### config.mk
export PLATFORM = sky130hd
export DESIGN_NAME = calendar_month_navigator_unit
export DESIGN_NICKNAME = d
export VERILOG_FILES = /design/src/cmn_pkg.sv /design/src/cmn_step.sv /design/src/cmn_cal.sv /design/src/calendar_month_navigator_unit.sv
export SDC_FILE = /design/constraint.sdc
export NUM_CORES = 1
export LEC_CHECK = 0
export ABC_AREA = 1
export BUFFER_PORTS_ARGS = -buffer_cell sky130_fd_sc_hd__buf_2
export CAP_MARGIN = 40
export CORE_ASPECT_RATIO = 1.2
export CORE_MARGIN = 10
export CORE_UTILIZATION = 45
export CTS_CLUSTER_SIZE = 20
export DETAILED_ROUTE_END_ITERATION = 8
export RECOVER_POWER = 100
export SYNTH_ARGS = -nofsm -noshare
export SYNTH_HDL_FRONTEND = slang
export SYNTH_SLANG_ARGS = --single-unit
### constraint.sdc
create_clock -name clk_i -period 16.7 [get_ports clk_i]
set_input_delay 0.835 -clock clk_i [delete_from_list [all_inputs] [get_ports clk_i]]
set_output_delay 0.835 -clock clk_i [all_outputs]
set_load 0.03 [all_outputs]
### src/cmn_pkg.sv
`timescale 1ns / 1ps
// ----------------------------------------------------------------------------
// Calendar month navigator package
// Field widths, op codes, calendar tables and reciprocal constants.
// ----------------------------------------------------------------------------
package cmn_pkg;

  localparam int OpW    = 2;
  localparam int DeltaW = 13;
  localparam int YearW  = 14;
  localparam int MonthW = 4;
  localparam int DaysW  = 5;
  localparam int WdayW  = 3;

  // input register, page register, divide stage, sum stage, output register
  localparam int NumStages = 5;

  localparam logic [YearW-1:0] YearMax = 14'd9999;

  // floor(x / 12) = (x * Recip12) >> Recip12Sh for 0 <= x < 12288
  localparam logic [13:0] Recip12   = 14'd10923;
  localparam int          Recip12Sh = 17;
  // month index is biased by 12 * MonthQBias to stay non-negative
  localparam logic signed [15:0] MonthQBias = 16'sd342;
  localparam logic signed [15:0] MonthBias  = 16'sd4104;

  // floor(x / 25) for x < 2500 and for x < 10000
  localparam logic [11:0] Recip25Lo   = 12'd2622;
  localparam int          Recip25LoSh = 16;
  localparam logic [13:0] Recip25Hi   = 14'd10486;
  localparam int          Recip25HiSh = 18;

  // floor(x / 7) for x < 16384
  localparam logic [14:0] Recip7   = 15'd18725;
  localparam int          Recip7Sh = 17;

  typedef enum logic [OpW-1:0] {
    OpShow      = 2'd0,
    OpStepYear  = 2'd1,
    OpStepMonth = 2'd2,
    OpJump      = 2'd3
  } op_e;

  typedef struct packed {
    logic [YearW-1:0]  year;
    logic [MonthW-1:0] month;
  } page_t;

  typedef struct packed {
    logic [NumStages-1:0] load;
    logic                 commit;
  } pipe_ctl_t;

  function automatic logic month_ok(logic [MonthW-1:0] m);
    return (m >= 4'd1) && (m <= 4'd12);
  endfunction

  function automatic logic [DaysW-1:0] month_len(logic [MonthW-1:0] m);
    logic [DaysW-1:0] d;
    case (m)
      4'd2:                      d = 5'd28;
      4'd4, 4'd6, 4'd9, 4'd11:   d = 5'd30;
      4'd1, 4'd3, 4'd5, 4'd7,
      4'd8, 4'd10, 4'd12:        d = 5'd31;
      default:                   d = 5'd30;
    endcase
    return d;
  endfunction

  function automatic logic [WdayW-1:0] month_offset(logic [MonthW-1:0] m);
    logic [WdayW-1:0] o;
    case (m)
      4'd1:    o = 3'd0;
      4'd2:    o = 3'd3;
      4'd3:    o = 3'd2;
      4'd4:    o = 3'd5;
      4'd5:    o = 3'd0;
      4'd6:    o = 3'd3;
      4'd7:    o = 3'd5;
      4'd8:    o = 3'd1;
      4'd9:    o = 3'd4;
      4'd10:   o = 3'd6;
      4'd11:   o = 3'd2;
      4'd12:   o = 3'd4;
      default: o = 3'd0;
    endcase
    return o;
  endfunction

endpackage

### src/cmn_step.sv
`timescale 1ns / 1ps
// ----------------------------------------------------------------------------
// Calendar month navigator page step
// Input register, stored page and page update for one beat.
// ----------------------------------------------------------------------------
module cmn_step
  import cmn_pkg::*;
(
  input  logic                     clk_i,
  input  logic                     rst_ni,
  input  pipe_ctl_t                ctl_i,
  input  logic [OpW-1:0]           op_i,
  input  logic signed [DeltaW-1:0] delta_i,
  input  logic [YearW-1:0]         now_year_i,
  input  logic [MonthW-1:0]        now_month_i,
  output page_t                    page_o
);

  logic [OpW-1:0]           op_q;
  logic signed [DeltaW-1:0] delta_q;
  logic [YearW-1:0]         now_year_q;
  logic [MonthW-1:0]        now_month_q;
  page_t                    state_q;
  page_t                    page_q;

  op_e                op;
  page_t              now_page;
  page_t              base;
  page_t              page_d;
  logic signed [15:0] delta_x;
  logic signed [15:0] year_step;
  logic signed [15:0] m0;
  logic signed [15:0] m_biased;
  logic [13:0]        t;
  logic [27:0]        prod;
  logic [10:0]        qq;
  logic [13:0]        qq12;
  logic [MonthW-1:0]  r;
  logic signed [15:0] year_wrap;

  always_ff @(posedge clk_i) begin
    if (ctl_i.load[0]) begin
      op_q        <= op_i;
      delta_q     <= delta_i;
      now_year_q  <= now_year_i;
      now_month_q <= now_month_i;
    end
    if (ctl_i.load[1]) begin
      page_q <= page_d;
    end
  end

  always_ff @(posedge clk_i or negedge rst_ni) begin
    if (!rst_ni) begin
      state_q <= '0;
    end else if (ctl_i.commit) begin
      state_q <= page_d;
    end
  end

  assign op = op_e'(op_q);

  always_comb begin
    if (now_year_q == '0) begin
      now_page.year = 14'd1;
    end else if (now_year_q > YearMax) begin
      now_page.year = YearMax;
    end else begin
      now_page.year = now_year_q;
    end
    now_page.month = month_ok(now_month_q) ? now_month_q : 4'd1;
  end

  assign base = ((op == OpJump) || (state_q.year == '0) || !month_ok(state_q.month))
              ? now_page : state_q;

  assign delta_x   = $signed({{(16-DeltaW){delta_q[DeltaW-1]}}, delta_q});
  assign year_step = $signed({2'b00, base.year}) + delta_x;

  // floor division by 12 on a biased, non-negative month index
  assign m0        = $signed({12'd0, base.month}) - 16'sd1 + delta_x;
  assign m_biased  = m0 + MonthBias;
  assign t         = m_biased[13:0];
  assign prod      = 28'(t) * 28'(Recip12);
  assign qq        = prod[27:Recip12Sh];
  assign qq12      = 14'({3'b000, qq} << 3) + 14'({3'b000, qq} << 2);
  assign r         = 4'(t - qq12);
  assign year_wrap = $signed({2'b00, base.year}) + $signed({5'b00000, qq}) - MonthQBias;

  always_comb begin
    page_d = base;
    case (op)
      OpShow: begin
        page_d = base;
      end
      OpStepYear: begin
        if (year_step < 16'sd1) begin
          page_d.year = 14'd1;
        end else if (year_step > $signed({2'b00, YearMax})) begin
          page_d.year = YearMax;
        end else begin
          page_d.year = year_step[YearW-1:0];
        end
      end
      OpStepMonth: begin
        if (year_wrap < 16'sd1) begin
          page_d.year  = '0;
          page_d.month = r + 4'd1;
        end else if (year_wrap > $signed({2'b00, YearMax})) begin
          page_d.year  = YearMax;
          page_d.month = 4'd12;
        end else begin
          page_d.year  = year_wrap[YearW-1:0];
          page_d.month = r + 4'd1;
        end
      end
      OpJump: begin
        page_d = now_page;
      end
      default: begin
        page_d = base;
      end
    endcase
  end

  assign page_o = page_q;

endmodule

### src/cmn_cal.sv
`timescale 1ns / 1ps
// ----------------------------------------------------------------------------
// Calendar month navigator calendar stages
// Days in month and weekday of day one, over three register stages.
// ----------------------------------------------------------------------------
module cmn_cal
  import cmn_pkg::*;
(
  input  logic               clk_i,
  input  pipe_ctl_t          ctl_i,
  input  page_t              page_i,
  output logic [YearW-1:0]   page_year_o,
  output logic [MonthW-1:0]  page_month_o,
  output logic [DaysW-1:0]   month_days_o,
  output logic [WdayW-1:0]   first_weekday_o,
  output logic               page_valid_o
);

  // divide stage
  page_t             p2_q;
  logic [YearW-1:0]  yw2_q;
  logic [7:0]        cq2_q;
  logic [9:0]        q25_2_q;

  logic [YearW-1:0]  yw_d;
  logic [23:0]       cprod;
  logic [27:0]       q25prod;

  // sum stage
  page_t             p3_q;
  logic [DaysW-1:0]  days3_q;
  logic [YearW-1:0]  sum3_q;
  logic              valid3_q;

  logic [YearW-1:0]  mult25;
  logic              leap;
  logic [DaysW-1:0]  days_d;
  logic [YearW-1:0]  sum_d;

  // output stage
  logic [YearW-1:0]  year4_q;
  logic [MonthW-1:0] month4_q;
  logic [DaysW-1:0]  days4_q;
  logic [WdayW-1:0]  wd4_q;
  logic              valid4_q;

  logic [28:0]       sprod;
  logic [11:0]       q7;
  logic [14:0]       q7x7;
  logic [14:0]       rem7;

  // weekday year: Jan and Feb count with the previous year
  assign yw_d    = (page_i.month < 4'd3) ? page_i.year - 14'd1 : page_i.year;
  assign cprod   = 24'(yw_d[YearW-1:2]) * 24'(Recip25Lo);
  assign q25prod = 28'(page_i.year) * 28'(Recip25Hi);

  always_ff @(posedge clk_i) begin
    if (ctl_i.load[2]) begin
      p2_q    <= page_i;
      yw2_q   <= yw_d;
      cq2_q   <= cprod[Recip25LoSh+7:Recip25LoSh];
      q25_2_q <= q25prod[Recip25HiSh+9:Recip25HiSh];
    end
  end

  assign mult25 = 14'({4'b0000, q25_2_q} << 4) + 14'({4'b0000, q25_2_q} << 3)
                + 14'(q25_2_q);
  assign leap   = (p2_q.year[1:0] == 2'b00)
               && ((p2_q.year != mult25) || (p2_q.year[3:0] == 4'b0000));
  assign days_d = ((p2_q.month == 4'd2) && leap) ? 5'd29 : month_len(p2_q.month);
  assign sum_d  = yw2_q + (yw2_q >> 2) - 14'(cq2_q) + 14'(cq2_q >> 2)
                + 14'(month_offset(p2_q.month)) + 14'd1;

  always_ff @(posedge clk_i) begin
    if (ctl_i.load[3]) begin
      p3_q     <= p2_q;
      days3_q  <= days_d;
      sum3_q   <= sum_d;
      valid3_q <= (p2_q.year != '0);
    end
  end

  assign sprod = 29'(sum3_q) * 29'(Recip7);
  assign q7    = sprod[Recip7Sh+11:Recip7Sh];
  assign q7x7  = 15'({3'b000, q7} << 3) - 15'(q7);
  assign rem7  = 15'(sum3_q) - q7x7;

  always_ff @(posedge clk_i) begin
    if (ctl_i.load[4]) begin
      year4_q  <= p3_q.year;
      month4_q <= p3_q.month;
      days4_q  <= days3_q;
      wd4_q    <= valid3_q ? rem7[WdayW-1:0] : '0;
      valid4_q <= valid3_q;
    end
  end

  assign page_year_o     = year4_q;
  assign page_month_o    = month4_q;
  assign month_days_o    = days4_q;
  assign first_weekday_o = wd4_q;
  assign page_valid_o    = valid4_q;

endmodule

### src/calendar_month_navigator_unit.sv
`timescale 1ns / 1ps
// ----------------------------------------------------------------------------
// Calendar month navigator
// Steps a displayed year/month page and reports days in month and the
// weekday of day one.
// ----------------------------------------------------------------------------
// Takes one beat per clock while no stall holds the pipeline, and gives one
// result beat per input beat after the input register, page register, two
// calendar stages and output register. The stored page is updated as a beat
// leaves the input register, so the next beat sees it with no gap.
// Each stage holds its beat only while the stage after it is full and
// stalled; empty stages fill, so a stalled output still lets up to four
// further beats in.
// ----------------------------------------------------------------------------
module calendar_month_navigator_unit
  import cmn_pkg::*;
(
  input  logic                     clk_i,
  input  logic                     rst_ni,
  input  logic                     in_valid_i,
  output logic                     in_stall_o,
  input  logic [OpW-1:0]           op_i,
  input  logic signed [DeltaW-1:0] delta_i,
  input  logic [YearW-1:0]         now_year_i,
  input  logic [MonthW-1:0]        now_month_i,
  output logic                     out_valid_o,
  input  logic                     out_stall_i,
  output logic [YearW-1:0]         page_year_o,
  output logic [MonthW-1:0]        page_month_o,
  output logic [DaysW-1:0]         month_days_o,
  output logic [WdayW-1:0]         first_weekday_o,
  output logic                     page_valid_o
);

  logic [NumStages-1:0] valid_q;
  logic [NumStages-1:0] valid_d;
  pipe_ctl_t            ctl;
  page_t                page;

  always_comb begin
    ctl.load[NumStages-1] = !valid_q[NumStages-1] || !out_stall_i;
    for (int k = NumStages - 2; k >= 0; k--) begin
      ctl.load[k] = !valid_q[k] || ctl.load[k+1];
    end
    ctl.commit = ctl.load[1] && valid_q[0];
  end

  always_comb begin
    valid_d = valid_q;
    if (ctl.load[0]) begin
      valid_d[0] = in_valid_i;
    end
    for (int k = 1; k < NumStages; k++) begin
      if (ctl.load[k]) begin
        valid_d[k] = valid_q[k-1];
      end
    end
  end

  always_ff @(posedge clk_i or negedge rst_ni) begin
    if (!rst_ni) begin
      valid_q <= '0;
    end else begin
      valid_q <= valid_d;
    end
  end

  assign in_stall_o  = !ctl.load[0];
  assign out_valid_o = valid_q[NumStages-1];

  cmn_step u_step (
    .clk_i       (clk_i),
    .rst_ni      (rst_ni),
    .ctl_i       (ctl),
    .op_i        (op_i),
    .delta_i     (delta_i),
    .now_year_i  (now_year_i),
    .now_month_i (now_month_i),
    .page_o      (page)
  );

  cmn_cal u_cal (
    .clk_i           (clk_i),
    .ctl_i           (ctl),
    .page_i          (page),
    .page_year_o     (page_year_o),
    .page_month_o    (page_month_o),
    .month_days_o    (month_days_o),
    .first_weekday_o (first_weekday_o),
    .page_valid_o    (page_valid_o)
  );

endmodule

==> results.toml <==
[run_status]
status = "finished with violations"
violations = "capacitance limit, slew limit"

[timing]
setup_violations = 0
tns_ps = 0
drv_slew = 151
max_freq_mhz = 74.27
slew_headroom_pct = -80.91
hold_viol_final = 0
rsz0062_at_grt = "false"
finalCritPeriodShare_pct = 80.62
fin_crit_ps = 13460
worst_slew_pin_slew_ps = 2714
finalClockSkew_ps = 21.32

[critical_path]
end_kind = "register"
cpMostUsedCell = "nand2_1"
r2r.worst_path.cells = 61
crit_required_ps = 16940
r2r-end = "u_step.page_o[7]"
slowest_delay_ps = 670
slowest_stage = "o21ai_0"
worstReg2RegStart = "u_step.op[1]"
worstPathArrival_ps = 13710
path_class = "reg -> reg"
regToRegSetupSlack_ps = 3240
start_kind = "register"
critPathMaxFanout = 27

[yosys]
synth.most_common_cell = "inv_1"
synth_warnings = 0
synthDistinctLibCells = 57
yosysTopAreaCellShare_pct = 24.50
synth_enable_flop_cells = 160
syn_inst = 2450
synth_largest_area_cell = "ha_1"
async_flop_share_pct = 12.37
syn_avg_cell_area_um2 = 9.422
synth_seq_cells = 186
yosysSeqAreaShare_pct = 23.57
yosys-top-cells-area = "ha_1, edfxtp_1, fa_1, inv_1, nand2_1"
syn_area_mm2 = 0.02308
synth_ff_type = "edfxtp_1"
synth_common_cells = "inv_1, ha_1, nand2_1, fa_1, edfxtp_1"

[global_route]
grt_overflow = 0
grt_pass1_wl_um = 85910
grt_pass1_vias = 17180
grt_max_degree = 56
groute.usage.overall_pct = 17.83
antenna_found_initial = 0

[placement]
port_buffers = 62
dpl.hpwl_um = 44580
gp_congestion = 0.9087

[cells_and_area]
multi_input_area_mm2 = 0.01531
fin_nets = 3235
post-route-util_pct = 48.75
diodes = 0
seqCellArea_mm2 = 0.005440
drive_gt1_share_pct = 4.998
areaGrowthSynthToFinish_pct = 6.764
num-fill-cells = 4720

[min_path]
hp-class = "reg -> reg"
min_from = "u_cal.p3_q[10]"
holdPathEnd = "u_cal.page_year_o[6]"
min_delay_path_depth = 0

[clock_tree]
numClockSinks = 186
worst_skew_pair.late_latency_ps = 500
cts.reportedPaths.clkPinSlew_ps = 90
cts_root_buf = "clkbuf_16"
cts_hold_buf = 0
cts-resized-gates = 0
cts_buffer_depth = 2
cts_tree = "yes"
numCtsBuffers = 17
cts_setup_buffers = 0
cts.htree.levels = 4

[drt]
wirelength_um = 51210
first_pass_iters = 5
antenna_left = 0
post-route-drc-count = 0
drt-initial-drc-count = 699
num_vias = 16020
avgViaCountPerCell = 5.029
wire_per_inst_um = 16.08

[floorplan]
io_pins = 66
fp.coreArea_mm2 = 0.05056
die_w_um = 226.8
start_util_pct = 45.66
die_area_mm2 = 0.06080
core.rowCount = 90
die_h_um = 268.1

[job]
maxCapViolations = 4
==> worst max-delay path by stage <==
stage                     slack, ps  depth (start not counted)                end    startpoint
after global routing           1940                         60   u_step.page_o[7]  u_step.op[1]
after CTS                      4280                         58  u_step.page_o[17]  u_step.op[1]
after floorplan                6240                         62  u_step.page_o[14]  u_step.op[1]
final                          3240                         61   u_step.page_o[7]  u_step.op[1]
after detailed placement       4330                         58  u_step.page_o[17]  u_step.op[1]
after global placement         4600                         61  u_step.page_o[13]  u_step.op[1]
==> layout make-up <==
type	instances	share of cell area, %
clock buffers	17	1.726
flip-flops and latches	186	22.07
multi-input cells	1684	62.11
well taps	644	3.269
repair buffers	72	1.340
clock inverters	15	0.8376
inverters	567	8.646
==> worst max-delay path: cells and delay by family, from the launching register on <==
family,cells,cell delay [ps]
buffers and inverters,6,510
xor gates and xnor gates,2,830
AOI/OAI and AO/OA,14,3190
DFF,1,500
adders and majority gates,10,3800
and+or+nand+nor,29,4320
==> sequential cells by signal, summed over array words and instances, names as in the netlist, 4 cells and up, named ones only <==
name and cells:
u_cal.p2_q 18, u_cal.p3_q 18, u_step.page_o 18, u_step.state_q 18, u_cal.page_year_o 14, u_cal.sum3_q 14, u_cal.yw2_q 14, u_step.now_year_q 14
u_step.delta_q 13, u_cal.q25_2_q 10, u_cal.cq2_q 8, valid_q 5, u_cal.page_month_o 4, u_step.now_month_q 4
==> cell families after synthesis <==
group	Yosys count	share of synthesized area, %
adder cells (fa/ha/maj)	670	43.40
multiplexers	1	0.04336
other	1	0.01624
buffers and inverters	582	9.729
AND/OR/NAND/NOR	671	13.31
XOR/XNOR	119	4.515
flip-flops	186	23.57
AO/OA/AOI/OAI	220	5.420
==> cell usage in the layout, fill, tap and decap left out, types with 3 or more instances in the layout <==
| cell type | instances |
|---|---|
| o2111ai_1 | 3 |
| and2_0 | 9 |
| clkinv_8 | 6 |
| and2_1 | 5 |
| ha_1 | 452 |
| a21boi_0 | 3 |
| nand2_1 | 341 |
| dfrtp_1 | 23 |
| a31oi_1 | 4 |
| o21bai_1 | 10 |
| xor2_1 | 93 |
| nor4_1 | 7 |
| a21oi_1 | 107 |
| nand3_2 | 5 |
| clkbuf_1 | 36 |
| buf_2 | 33 |
| nand2_2 | 25 |
| nand4_1 | 21 |
| fa_1 | 218 |
| or2_2 | 14 |
| xnor2_1 | 26 |
| a21o_1 | 7 |
| o211ai_1 | 5 |
| nor2_1 | 105 |
| o21ai_1 | 4 |
| nor2_2 | 5 |
| o21ai_0 | 57 |
| dfxtp_1 | 3 |
| inv_1 | 562 |
| a211oi_1 | 5 |
| conb_1 | 3 |
| nand3b_1 | 8 |
| edfxtp_1 | 160 |
| clkbuf_16 | 17 |
| nand3_1 | 110 |
| nor3_1 | 13 |
==> through the flow <==
stage / area (um2) / hold slack [ps] / worst slack [ps] / cells
6_report: 24650 / 423.6 / 3236 / 3185
5_1_grt: 24650 / 428.1 / 1938 / 3185
2_1_floorplan: 23090 / 400.3 / 6242 / 2452
3_3_place_gp: 24150 / 401.8 / 4597 / 3151
3_5_place_dp: 24180 / 404.5 / 4326 / 3153
4_1_cts: 24820 / 379.5 / 4283 / 3185
==> layer usage <==
layer | part of all wire [%] | wire (um) | vias up | track usage (%)
li1 | - | - | 8019 | -
met1 | 42 | 21350 | 7710 | 20.39
met2 | 53 | 27250 | 228 | 33.46
met3 | 2.9 | 1478 | 61 | 2.323
met4 | 2.2 | 1128 | 0 | 5.827
met5 | 0 | 0 | - | 0
Power is left out: the tool's default activity adds up to more than one toggle a clock period on the data nets, which glitch-free logic cannot reach.
